$ cat config.mk
export PLATFORM = sky130hd
export DESIGN_NAME = wfat_seq
export DESIGN_NICKNAME = d
export VERILOG_FILES = /design/src/hw/rtl/wfat_pkg.sv /design/src/hw/rtl/wfat_seq.sv
export VERILOG_INCLUDE_DIRS = /design/src /design/src/hw/rtl
export SDC_FILE = /design/constraint.sdc
export NUM_CORES = 1
export LEC_CHECK = 0
export BUFFER_PORTS_ARGS = -buffer_cell sky130_fd_sc_hd__buf_2
export CORE_MARGIN = 10
export CORE_UTILIZATION = 48
export CTS_CLUSTER_DIAMETER = 200
export DETAILED_ROUTE_END_ITERATION = 16
export GPL_TIMING_DRIVEN = 0
export PLACE_DENSITY_LB_ADDON = 0.15
export SYNTH_ARGS = -nofsm -noshare
export SYNTH_HDL_FRONTEND = slang
export SYNTH_SLANG_ARGS = --single-unit
export TNS_END_PERCENT = 5
$ cat constraint.sdc
create_clock -name clk -period 8.65 [get_ports clk]
set_clock_uncertainty 0.15 [all_clocks]
set_input_delay 2.1625 -clock clk [delete_from_list [all_inputs] [get_ports clk]]
set_output_delay 2.1625 -clock clk [all_outputs]
set_load 0.03 [all_outputs]
$ cat src/hw/rtl/assert_macros.svh
// Assertion helpers for the RTL files; wfat_seq includes them.
`ifndef ASSERT_MACROS_SVH
`define ASSERT_MACROS_SVH

// The consequent must hold in the same cycle as the antecedent.
`define ASSERT_SAME(label, clk, rst, ante, cons, msg) \
  label: assert property (@(posedge clk) disable iff (rst) (ante) |-> (cons)) \
    else $error(msg);

// The consequent must hold in the cycle after the antecedent.
`define ASSERT_NEXT(label, clk, rst, ante, cons, msg) \
  label: assert property (@(posedge clk) disable iff (rst) (ante) |=> (cons)) \
    else $error(msg);

`endif

$ cat src/hw/rtl/wfat_pkg.sv
`timescale 1ns / 1ps
`default_nettype none

package wfat_pkg;

  localparam logic       REQ_FRAME         = 1'b0;
  localparam logic       REQ_CLEAR         = 1'b1;
  localparam logic [1:0] FTYPE_MGMT        = 2'd0;
  localparam logic [3:0] SUBTYPE_BEACON    = 4'd8;
  localparam logic [3:0] SUBTYPE_PROBE_REQ = 4'd4;

  typedef logic [47:0] mac_addr_t;

  typedef struct packed {
    logic       req_type;
    logic [1:0] frame_type;
    logic [3:0] frame_subtype;
    mac_addr_t  addr_one;
    mac_addr_t  addr_two;
  } item_t;

  typedef struct packed {
    logic [15:0] frames_seen;
    logic [15:0] kept_frames;
    logic [15:0] probe_count;
    logic [8:0]  distinct_count;
    logic        table_full;
  } result_t;

  // Control from the scan sequencer to the address memory.
  typedef struct packed {
    logic rd_en;
    logic wr_en;
  } tbl_ctl_t;

  typedef enum logic [1:0] {
    ST_IDLE,
    ST_SCAN,
    ST_REPORT
  } seq_state_t;

  function automatic logic is_beacon(input item_t it);
    return (it.frame_type == FTYPE_MGMT) && (it.frame_subtype == SUBTYPE_BEACON);
  endfunction

  function automatic logic is_probe_req(input item_t it);
    return (it.frame_type == FTYPE_MGMT) && (it.frame_subtype == SUBTYPE_PROBE_REQ);
  endfunction

endpackage

`default_nettype wire

$ cat src/hw/rtl/wfat_seq.sv
`timescale 1ns / 1ps
`default_nettype none
`include "assert_macros.svh"

module wfat_seq import wfat_pkg::*; #(
  parameter int unsigned TABLE_DEPTH = 256,
  parameter int unsigned IDX_W       = 8,
  parameter int unsigned CNT_W       = 9
) (
  input  wire logic             clk,
  input  wire logic             rst,
  input  wire logic             start,
  input  wire item_t            item,
  output logic                  busy,
  output logic                  done,
  output logic [CNT_W-1:0]      count,
  output logic                  overflow,
  output tbl_ctl_t              tbl_ctl,
  output logic [IDX_W-1:0]      wr_addr,
  output mac_addr_t             wr_data,
  output logic [IDX_W-1:0]      rd_addr,
  input  wire mac_addr_t        rd_data
);

  localparam logic [CNT_W-1:0] DEPTH_CNT = CNT_W'(TABLE_DEPTH);

  seq_state_t       state, state_next;
  logic [CNT_W-1:0] idx, idx_next;
  logic [CNT_W-1:0] count_next;
  logic             overflow_next;
  logic             pend, pend_next;
  logic             key_sel, key_sel_next;
  mac_addr_t        addr_a, addr_b;

  logic      accept;
  logic      skip_scan;
  mac_addr_t key;
  logic      hit, more, miss, key_end, room;

  assign accept    = start && (state == ST_IDLE);
  assign skip_scan = (item.req_type == REQ_CLEAR) || is_beacon(item);

  // A pending read returns the entry at idx - 1; the key misses once every
  // entry below the count has been compared without a match.
  assign key     = key_sel ? addr_b : addr_a;
  assign hit     = pend && (rd_data == key);
  assign more    = idx < count;
  assign miss    = !hit && !more;
  assign key_end = (state == ST_SCAN) && (hit || miss);
  assign room    = count < DEPTH_CNT;

  always_comb begin
    state_next = state;
    unique case (state)
      ST_IDLE: begin
        if (accept) begin
          state_next = skip_scan ? ST_REPORT : ST_SCAN;
        end
      end
      ST_SCAN: begin
        if (key_end && key_sel) begin
          state_next = ST_REPORT;
        end
      end
      ST_REPORT: state_next = ST_IDLE;
      default:   state_next = ST_IDLE;
    endcase
  end

  always_comb begin
    busy          = 1'b1;
    done          = 1'b0;
    tbl_ctl.rd_en = 1'b0;
    tbl_ctl.wr_en = 1'b0;
    unique case (state)
      ST_IDLE:   busy = 1'b0;
      ST_SCAN: begin
        tbl_ctl.rd_en = !hit && more;
        tbl_ctl.wr_en = miss && room;
      end
      ST_REPORT: done = 1'b1;
      default:   busy = 1'b1;
    endcase
  end

  assign rd_addr = idx[IDX_W-1:0];
  assign wr_addr = count[IDX_W-1:0];
  assign wr_data = key;

  always_comb begin
    idx_next      = idx;
    pend_next     = pend;
    key_sel_next  = key_sel;
    count_next    = count;
    overflow_next = overflow;
    if (accept) begin
      idx_next     = '0;
      pend_next    = 1'b0;
      key_sel_next = 1'b0;
      if (item.req_type == REQ_CLEAR) begin
        count_next    = '0;
        overflow_next = 1'b0;
      end
    end else if (state == ST_SCAN) begin
      if (key_end) begin
        idx_next     = '0;
        pend_next    = 1'b0;
        key_sel_next = 1'b1;
        if (miss) begin
          if (room) begin
            count_next = count + CNT_W'(1);
          end else begin
            overflow_next = 1'b1;
          end
        end
      end else begin
        pend_next = 1'b1;
        idx_next  = idx + CNT_W'(1);
      end
    end
  end

  always_ff @(posedge clk) begin
    if (rst) begin
      state    <= ST_IDLE;
      idx      <= '0;
      pend     <= 1'b0;
      key_sel  <= 1'b0;
      count    <= '0;
      overflow <= 1'b0;
    end else begin
      state    <= state_next;
      idx      <= idx_next;
      pend     <= pend_next;
      key_sel  <= key_sel_next;
      count    <= count_next;
      overflow <= overflow_next;
    end
  end

  always_ff @(posedge clk) begin
    if (accept) begin
      addr_a <= item.addr_one;
      addr_b <= item.addr_two;
    end
  end

  `ASSERT_SAME(a_count_in_range, clk, rst, 1'b1, count <= DEPTH_CNT, "entry count past depth")
  `ASSERT_SAME(a_write_has_room, clk, rst, tbl_ctl.wr_en, count < DEPTH_CNT, "write into full table")
  `ASSERT_SAME(a_overflow_when_full, clk, rst, $rose(overflow), count == DEPTH_CNT, "overflow below depth")
  `ASSERT_NEXT(a_done_single, clk, rst, done, !done && !busy, "result strobe longer than a cycle")

endmodule

`default_nettype wire

==> metrics.txt, run 1 <==
# TYPE chip_impl_metric gauge
chip_impl_metric{name="area_occupied_by_multi_input_gates",unit="µm²"} 1900
chip_impl_metric{name="number_of_filler_instances_in_the_final_layout",unit=""} 889
chip_impl_metric{name="timing_hold_violations_final",unit=""} 0
chip_impl_metric{name="synthesis.area",unit="µm²"} 5510
chip_impl_metric{name="worstPathMaxFanout",unit=""} 7
chip_impl_metric{name="route.vias.total",unit=""} 4249
chip_impl_info{name="timing_startpoint_of_the_critical_path",value="rd_data[1]"} 1
chip_impl_metric{name="ys.warnings.count",unit=""} 0
chip_impl_info{name="critPathKind",value="input port to output pin"} 1
chip_impl_metric{name="wire_per_inst",unit="µm"} 18.8
chip_impl_metric{name="design.die.area",unit="µm²"} 16200
chip_impl_info{name="clock_tree_from_tritoncts",value="done"} 1
chip_impl_metric{name="antenna_found_initial",unit=""} 0
chip_impl_metric{name="syn_area_per_cell",unit="µm²"} 13.3
chip_impl_metric{name="r2r_setup_slack",unit="ns"} 5.21
chip_impl_metric{name="final_nets",unit=""} 831
chip_impl_metric{name="chip_height",unit="µm"} 127
chip_impl_metric{name="synth.net_count",unit=""} 578
chip_impl_metric{name="postRouteWirelength",unit="µm"} 15500
chip_impl_metric{name="cts_hold_buf",unit=""} 0
chip_impl_metric{name="post_route_cells_drive_above_1_share",unit="%"} 48.1
chip_impl_metric{name="timing.reg2reg.worst_path_depth",unit=""} 11
chip_impl_metric{name="groute.usage.overall",unit="%"} 18.8
chip_impl_metric{name="synth_enable_flop_cells",unit=""} 96
chip_impl_metric{name="synthesis.instances",unit=""} 414
chip_impl_metric{name="final.period_utilization",unit="%"} 75.4
chip_impl_metric{name="clk_pin_slew",unit="ns"} 0.05
chip_impl_info{name="critical_register_to_register_path_endpoint",value="idx[6]$_SDFFE_PP0P_"} 1
chip_impl_metric{name="globalplace.congestion",unit=""} 0.836
chip_impl_info{name="yosys_most_used_dff",value="sky130_fd_sc_hd__edfxtp_1"} 1
chip_impl_metric{name="maxCapViolations",unit=""} 0
chip_impl_metric{name="grt_pass1_wl",unit="µm"} 23700
chip_impl_info{name="min_path_type",value="flop to flop"} 1
chip_impl_metric{name="post_cts.resized_instances",unit=""} 0
chip_impl_metric{name="fp.dieW",unit="µm"} 127
chip_impl_metric{name="via_per_inst",unit=""} 5.16
chip_impl_metric{name="fraction_of_synthesis_flops_using_an_asynchronous_set_or_reset_pin",unit="%"} 0
chip_impl_info{name="timing.critical_path.from_type",value="input port"} 1
chip_impl_metric{name="cts_inserted_buffers",unit=""} 17
chip_impl_info{name="mostFrequentLayoutCells",value="sky130_fd_sc_hd__buf_2 (237), sky130_fd_sc_hd__edfxtp_1 (96), sky130_fd_sc_hd__xor2_1 (45)"} 1
chip_impl_metric{name="h-tree-depth",unit=""} 4
chip_impl_metric{name="grt_use_met3",unit="%"} 9.43
chip_impl_metric{name="global_route.usage.met1",unit="%"} 19.2
chip_impl_metric{name="clockBufferDepth",unit=""} 2
chip_impl_metric{name="synth-seq-cells",unit=""} 119
chip_impl_info{name="cts-root-buf",value="sky130_fd_sc_hd__clkbuf_16"} 1
chip_impl_metric{name="placement.setup.worst_slack",unit="ns"} 2.07
chip_impl_metric{name="grt_pass1_vias",unit=""} 4604
chip_impl_metric{name="maxSlewViolCount",unit=""} 0
chip_impl_metric{name="setup_tns",unit="ns"} 0
chip_impl_metric{name="detail_route.drc_violations",unit=""} 0
chip_impl_metric{name="later_pin_clock_latency_in_the_skew_report",unit="ns"} 0.41
chip_impl_metric{name="cellPowerDensity",unit="nW/µm²"} 216
chip_impl_info{name="worstSetupEndpointType",value="output pin"} 1
chip_impl_metric{name="total_power",unit="mW"} 1.61
chip_impl_metric{name="finalWorstPathRequiredPeriod",unit="ns"} 6.52
chip_impl_info{name="grt-busiest-layer",value="met2"} 1
chip_impl_metric{name="arrival",unit="ns"} 4.21
chip_impl_metric{name="start_util",unit="%"} 48.7
chip_impl_metric{name="pin_count_of_the_biggest_net_entering_global_routing",unit=""} 38
chip_impl_info{name="layout_commonest_cell",value="sky130_fd_sc_hd__buf_2"} 1
chip_impl_metric{name="static-leakage-power",unit="nW"} 3.21
chip_impl_metric{name="post-route-util",unit="%"} 66.1
chip_impl_info{name="status",value="complete, no violations"} 1
chip_impl_info{name="grt_setup_unrepaired",value="false"} 1
chip_impl_metric{name="io_buffers",unit=""} 231
chip_impl_metric{name="floorplan.core_area",unit="µm²"} 11300
chip_impl_metric{name="final.setup.worst_slack",unit="ns"} 2.13
chip_impl_info{name="regToRegStartpoint",value="key_sel$_SDFFE_PP0P_"} 1
chip_impl_metric{name="highest_achievable_clock_rate",unit="MHz"} 153
chip_impl_metric{name="grt_remaining_overflow",unit=""} 0
chip_impl_metric{name="yosysSeqAreaShare",unit="%"} 60.7
chip_impl_metric{name="antenna_cell_count",unit=""} 0
chip_impl_metric{name="detailedPlacementHpwl",unit="µm"} 12300
chip_impl_metric{name="number_of_sinks_on_the_clock_net",unit=""} 119
chip_impl_metric{name="maxSlewHeadroom",unit="%"} 56.3
chip_impl_metric{name="drt_first_iter_violations",unit=""} 211
chip_impl_metric{name="cp_data_required_time",unit="ns"} 6.34
chip_impl_metric{name="final-setup-viol-count",unit=""} 0
chip_impl_metric{name="io-pin-count",unit=""} 232
chip_impl_metric{name="timing.hold.ws",unit="ns"} 0.351
chip_impl_metric{name="firstDrtPassIters",unit=""} 4
chip_impl_metric{name="layout_area_growth_over_synthesis",unit="%"} 35.9
chip_impl_metric{name="vdd.ir_drop.worst",unit="µV"} 186
chip_impl_info{name="endpoint",value="tbl_ctl[0]"} 1
chip_impl_metric{name="ant_nets_after_route",unit=""} 0
chip_impl_metric{name="synth_cell_type_count",unit=""} 51
chip_impl_metric{name="grt_util_met2",unit="%"} 32.3
chip_impl_metric{name="tightestPinTransition",unit="ns"} 0.650
chip_impl_metric{name="post_cts_buffers",unit=""} 0
chip_impl_metric{name="register_area",unit="µm²"} 3340
chip_impl_metric{name="floorplan.rows",unit=""} 39
==> report_power, final <==
| group | internal, mW | switching [mW] |
|---|---|---|
| logic | 0.0962 | 0.159 |
| clock network | 0.444 | 0.234 |
| registers | 0.669 | 0.0105 |
| total | 1.21 | 0.404 |
==> how the worst min path moves through the flow <==
stage	start	endpoint	slack, ns	cells past startpoint
after global placement	pend$_SDFFE_PP0P_	pend$_SDFFE_PP0P_	0.34	2
after CTS	pend$_SDFFE_PP0P_	pend$_SDFFE_PP0P_	0.35	2
after detailed placement	pend$_SDFFE_PP0P_	pend$_SDFFE_PP0P_	0.34	2
after global routing	pend$_SDFFE_PP0P_	pend$_SDFFE_PP0P_	0.38	2
final	pend$_SDFFE_PP0P_	pend$_SDFFE_PP0P_	0.35	2
after floorplan	pend$_SDFFE_PP0P_	pend$_SDFFE_PP0P_	0.31	2
==> metal layers <==
layer | part of all wire (%) | vias up
met4 | 2.4 | 0
met1 | 37 | 1988
met2 | 51 | 190
li1 | - | 2040
met5 | 0 | -
met3 | 10 | 31
==> cells in the mapped netlist (all sizes together), types with 5 or more instances <==
cell	number	area [µm²]
edfxtp	96	2880
xor2	45	394
mux2	38	435
buf	25	176
dfxtp	23	460
inv	23	86.3
nor2	19	71.3
nor3	16	80.1
nand3	13	65.1
nand4	12	75.1
ha	10	125
mux2i	10	100
a21oi	9	48.8
nor4	9	62.6
nand2	6	22.5
nand2b	5	31.3
==> logic make-up (layout without fill, tap and decap cells) <==
kind of cell               count (synthesis)  count (layout)  share of synthesized area [%]
and+or+nand+nor                          101             101                           9.97
adders and majority gates                 10              10                           2.27
xor gates and xnor gates                  45              45                           7.16
DFF                                      119             119                           60.7
buffers and inverters                     51             317                           4.97
muxes                                     48              48                           9.72
AOI/OAI and AO/OA                         40              40                           5.20
==> sequential cells by signal, indices dropped and copies added, names as in the netlist <==
register and cells:
pend 1, addr_b 48, key_sel 1, addr_a 48, overflow 1, state 2
count 9, idx 9
==> critical path: stages <==
cell and delay [ns]:
sky130_fd_sc_hd__buf_2 0.10, sky130_fd_sc_hd__xor2_1 0.15, sky130_fd_sc_hd__nor4_1 0.44, sky130_fd_sc_hd__nand4_1 0.23, sky130_fd_sc_hd__nor4_2 0.66, sky130_fd_sc_hd__nor2_1 0.22
sky130_fd_sc_hd__buf_2 0.24
==> metrics by stage <==
| stage | std cells | cell area [µm²] |
|---|---|---|
| final | 823 | 7490 |
| after detailed placement | 791 | 6920 |
| after global routing | 823 | 7490 |
| after global placement | 788 | 6840 |
| after floorplan | 414 | 5510 |
| after CTS | 823 | 7490 |
==> final cells by class <==
cell class | count | share of cell area, %
inverters | 23 | 1.15
repair buffers | 234 | 16.3
well taps | 143 | 2.39
flip-flops and latches | 119 | 44.7
clock inverters | 13 | 1.82
multi-input cells | 244 | 25.4
clock buffers | 19 | 5.78
plain buffers | 28 | 2.51
(Power assumes the default switching activity.)
==> inputs of run 2 (changes only) <==
--- a/config.mk
+++ b/config.mk
@@ -8,7 +8,7 @@
 export LEC_CHECK = 0
 export BUFFER_PORTS_ARGS = -buffer_cell sky130_fd_sc_hd__buf_2
 export CORE_MARGIN = 10
-export CORE_UTILIZATION = 48
+export CORE_UTILIZATION = 43
 export CTS_CLUSTER_DIAMETER = 200
 export DETAILED_ROUTE_END_ITERATION = 16
 export GPL_TIMING_DRIVEN = 0
==> constraint.sdc (replaced) <==
create_clock -name clk -period 5.8 [get_ports clk]
set_clock_uncertainty 0.15 [all_clocks]
set_input_delay 1.45 -clock clk [delete_from_list [all_inputs] [get_ports clk]]
set_output_delay 1.45 -clock clk [all_outputs]
set_load 0.03 [all_outputs]
==> metrics.txt, run 2 (synthesis results as in run 1) <==
# TYPE chip_impl_metric gauge
chip_impl_info{name="worstSetupEndpointType",value="output pin"} 1
chip_impl_metric{name="grt_pass1_wl",unit="µm"} 23500
chip_impl_metric{name="number_of_sinks_on_the_clock_net",unit=""} 119
chip_impl_metric{name="placement.setup.worst_slack",unit="ns"} 0.700
chip_impl_metric{name="antenna_cell_count",unit=""} 0
chip_impl_info{name="timing.critical_path.from_type",value="input port"} 1
chip_impl_info{name="critPathKind",value="input port to output pin"} 1
chip_impl_metric{name="floorplan.rows",unit=""} 41
chip_impl_info{name="top_regs",value="addr_a: 48 flops, addr_b: 48 flops"} 1
chip_impl_metric{name="postRouteWirelength",unit="µm"} 15300
chip_impl_metric{name="groute.usage.overall",unit="%"} 17.0
chip_impl_metric{name="cellPowerDensity",unit="nW/µm²"} 329
chip_impl_info{name="layout_commonest_cell",value="sky130_fd_sc_hd__buf_2"} 1
chip_impl_metric{name="io-pin-count",unit=""} 232
chip_impl_metric{name="via_per_inst",unit=""} 4.88
chip_impl_metric{name="firstDrtPassIters",unit=""} 4
chip_impl_metric{name="detail_route.drc_violations",unit=""} 0
chip_impl_metric{name="layout_area_growth_over_synthesis",unit="%"} 37.7
chip_impl_metric{name="chip_height",unit="µm"} 133
chip_impl_metric{name="drt_first_iter_violations",unit=""} 196
chip_impl_info{name="regToRegStartpoint",value="key_sel$_SDFFE_PP0P_"} 1
chip_impl_metric{name="grt_pass1_vias",unit=""} 4531
chip_impl_metric{name="io_buffers",unit=""} 231
chip_impl_metric{name="clk_pin_slew",unit="ns"} 0.05
chip_impl_info{name="critical-path-top-delay-family",value="simple AND/OR/NAND/NOR gates"} 1
chip_impl_metric{name="detailedPlacementHpwl",unit="µm"} 12300
chip_impl_metric{name="pin_count_of_the_biggest_net_entering_global_routing",unit=""} 33
chip_impl_metric{name="post_cts_buffers",unit=""} 0
chip_impl_metric{name="placedCellCount",unit=""} 820
chip_impl_metric{name="instances_no_fill",unit=""} 852
chip_impl_metric{name="final.period_utilization",unit="%"} 86.9
chip_impl_metric{name="timing_hold_violations_final",unit=""} 0
chip_impl_metric{name="final-setup-viol-count",unit=""} 0
chip_impl_metric{name="wire_per_inst",unit="µm"} 18.0
chip_impl_info{name="status",value="complete, no violations"} 1
chip_impl_metric{name="h-tree-depth",unit=""} 4
chip_impl_metric{name="maxSlewViolCount",unit=""} 0
chip_impl_info{name="timing.hold.worst.start",value="pend$_SDFFE_PP0P_"} 1
chip_impl_metric{name="detailed_place.area",unit="µm²"} 6950
chip_impl_metric{name="setup_tns",unit="ns"} 0
chip_impl_info{name="cts-root-buf",value="sky130_fd_sc_hd__clkbuf_16"} 1
chip_impl_metric{name="post_cts.resized_instances",unit=""} 0
chip_impl_info{name="clock_tree_from_tritoncts",value="done"} 1
chip_impl_info{name="timing_startpoint_of_the_critical_path",value="rd_data[12]"} 1
chip_impl_metric{name="cp_data_required_time",unit="ns"} 4.20
chip_impl_metric{name="fp.dieW",unit="µm"} 133
chip_impl_metric{name="maxCapViolations",unit=""} 0
chip_impl_metric{name="timing.critical_path.buf_inv",unit=""} 2
chip_impl_metric{name="grt_remaining_overflow",unit=""} 0
chip_impl_metric{name="route.vias.total",unit=""} 4155
chip_impl_metric{name="cts_hold_buf",unit=""} 0
chip_impl_metric{name="final_nets",unit=""} 831
chip_impl_metric{name="r2r_setup_slack",unit="ns"} 2.31
chip_impl_metric{name="later_pin_clock_latency_in_the_skew_report",unit="ns"} 0.41
chip_impl_metric{name="post-route-cell-area",unit="µm²"} 7580
chip_impl_metric{name="antenna_found_initial",unit=""} 1
chip_impl_info{name="grt_setup_unrepaired",value="false"} 1
chip_impl_metric{name="total_power",unit="mW"} 2.49
chip_impl_metric{name="cts_inserted_buffers",unit=""} 17
chip_impl_metric{name="globalplace.congestion",unit=""} 0.878
chip_impl_metric{name="finalWorstPathRequiredPeriod",unit="ns"} 5.04
chip_impl_info{name="min_path_type",value="flop to flop"} 1
chip_impl_info{name="crit_path_top_delay_cell",value="sky130_fd_sc_hd__nor4_2"} 1
chip_impl_metric{name="ant_nets_after_route",unit=""} 0
chip_impl_metric{name="clockBufferDepth",unit=""} 2
chip_impl_metric{name="floorplan.core_area",unit="µm²"} 12600
chip_impl_metric{name="post-route-util",unit="%"} 60.3
chip_impl_metric{name="final.setup.worst_slack",unit="ns"} 0.758
chip_impl_metric{name="cpPeakStageDelay",unit="ns"} 0.63
chip_impl_info{name="mostFrequentLayoutCells",value="sky130_fd_sc_hd__buf_2 (237), sky130_fd_sc_hd__edfxtp_1 (96), sky130_fd_sc_hd__xor2_1 (45)"} 1
chip_impl_metric{name="start_util",unit="%"} 43.8
chip_impl_metric{name="vdd.ir_drop.worst",unit="µV"} 249
chip_impl_metric{name="post_route_cells_drive_above_1_share",unit="%"} 49.0
chip_impl_info{name="crit_top_cell",value="sky130_fd_sc_hd__buf_2"} 1
chip_impl_metric{name="static-leakage-power",unit="nW"} 3.23
chip_impl_metric{name="timing.hold.ws",unit="ns"} 0.346
chip_impl_metric{name="arrival",unit="ns"} 3.44
chip_impl_metric{name="maxSlewHeadroom",unit="%"} 51.8
chip_impl_metric{name="worstPathMaxFanout",unit=""} 7
chip_impl_metric{name="highest_achievable_clock_rate",unit="MHz"} 198
chip_impl_info{name="path_cells",value="buf_2 -> xor2_1 -> nor4_1 -> nand4_1 -> nor4_2 -> nor2_1 -> buf_2"} 1
chip_impl_metric{name="design.die.area",unit="µm²"} 17700
chip_impl_metric{name="tightestPinTransition",unit="ns"} 0.722
==> run 2: changes by cell type in the layout (fill, tap and decap cells not counted), sizes merged <==
cell	previous run	this run
inv	23	24
clkinvlp	1	4
clkinv	9	6
clkbuf	22	20
bufinv	3	4
==> run 2: worst reg2reg max path: stages (launching register included) <==
cell	delay (ns)
sky130_fd_sc_hd__dfxtp_1	0.32
sky130_fd_sc_hd__buf_2	0.15
sky130_fd_sc_hd__buf_2	0.31
sky130_fd_sc_hd__mux2_2	0.40
sky130_fd_sc_hd__xor2_1	0.14
sky130_fd_sc_hd__nor4_1	0.39
sky130_fd_sc_hd__nand4_1	0.26
sky130_fd_sc_hd__or4_1	0.51
sky130_fd_sc_hd__buf_2	0.17
sky130_fd_sc_hd__a21oi_2	0.41
sky130_fd_sc_hd__nor3_1	0.12
==> run 2: worst paths after layout <==
| kind | depth (start not counted) | to |
|---|---|---|
| worst min register to register | 2 | pend$_SDFFE_PP0P_ |
| worst max register to register | 10 | idx[6]$_SDFFE_PP0P_ |
| worst max-delay path | 7 | tbl_ctl[0] |
| worst min-delay path | 2 | pend$_SDFFE_PP0P_ |
==> run 2: where the power goes <==
| part | switching (mW) | internal [mW] | leakage (nW) |
|---|---|---|---|
| registers | 0.0154 | 0.997 | 1.10 |
| logic | 0.237 | 0.143 | 1.83 |
| clock network | 0.383 | 0.719 | 0.293 |
| total | 0.635 | 1.86 | 3.23 |
==> run 2: layout make-up <==
class	instances	area (µm²)
Fill cell	1047	4990
Clock buffer	17	425
Tap cell	172	215
Timing Repair Buffer	234	1220
Sequential cell	119	3340
Multi-Input combinational cell	244	1900
Buffer	28	188
Inverter	23	86.3
Clock inverter	15	203
==> run 2: metal layers <==
| layer | vias up | GRT usage, % | routed length [µm] | share of wire (%) |
|---|---|---|---|---|
| li1 | 2043 | - | - | - |
| met1 | 1916 | 17.6 | 5830 | 38 |
| met2 | 173 | 29.9 | 7850 | 51 |
| met3 | 21 | 7.74 | 1340 | 8.8 |
| met4 | 2 | 5.80 | 282 | 1.8 |
| met5 | - | 0 | 13 | 0.085 |
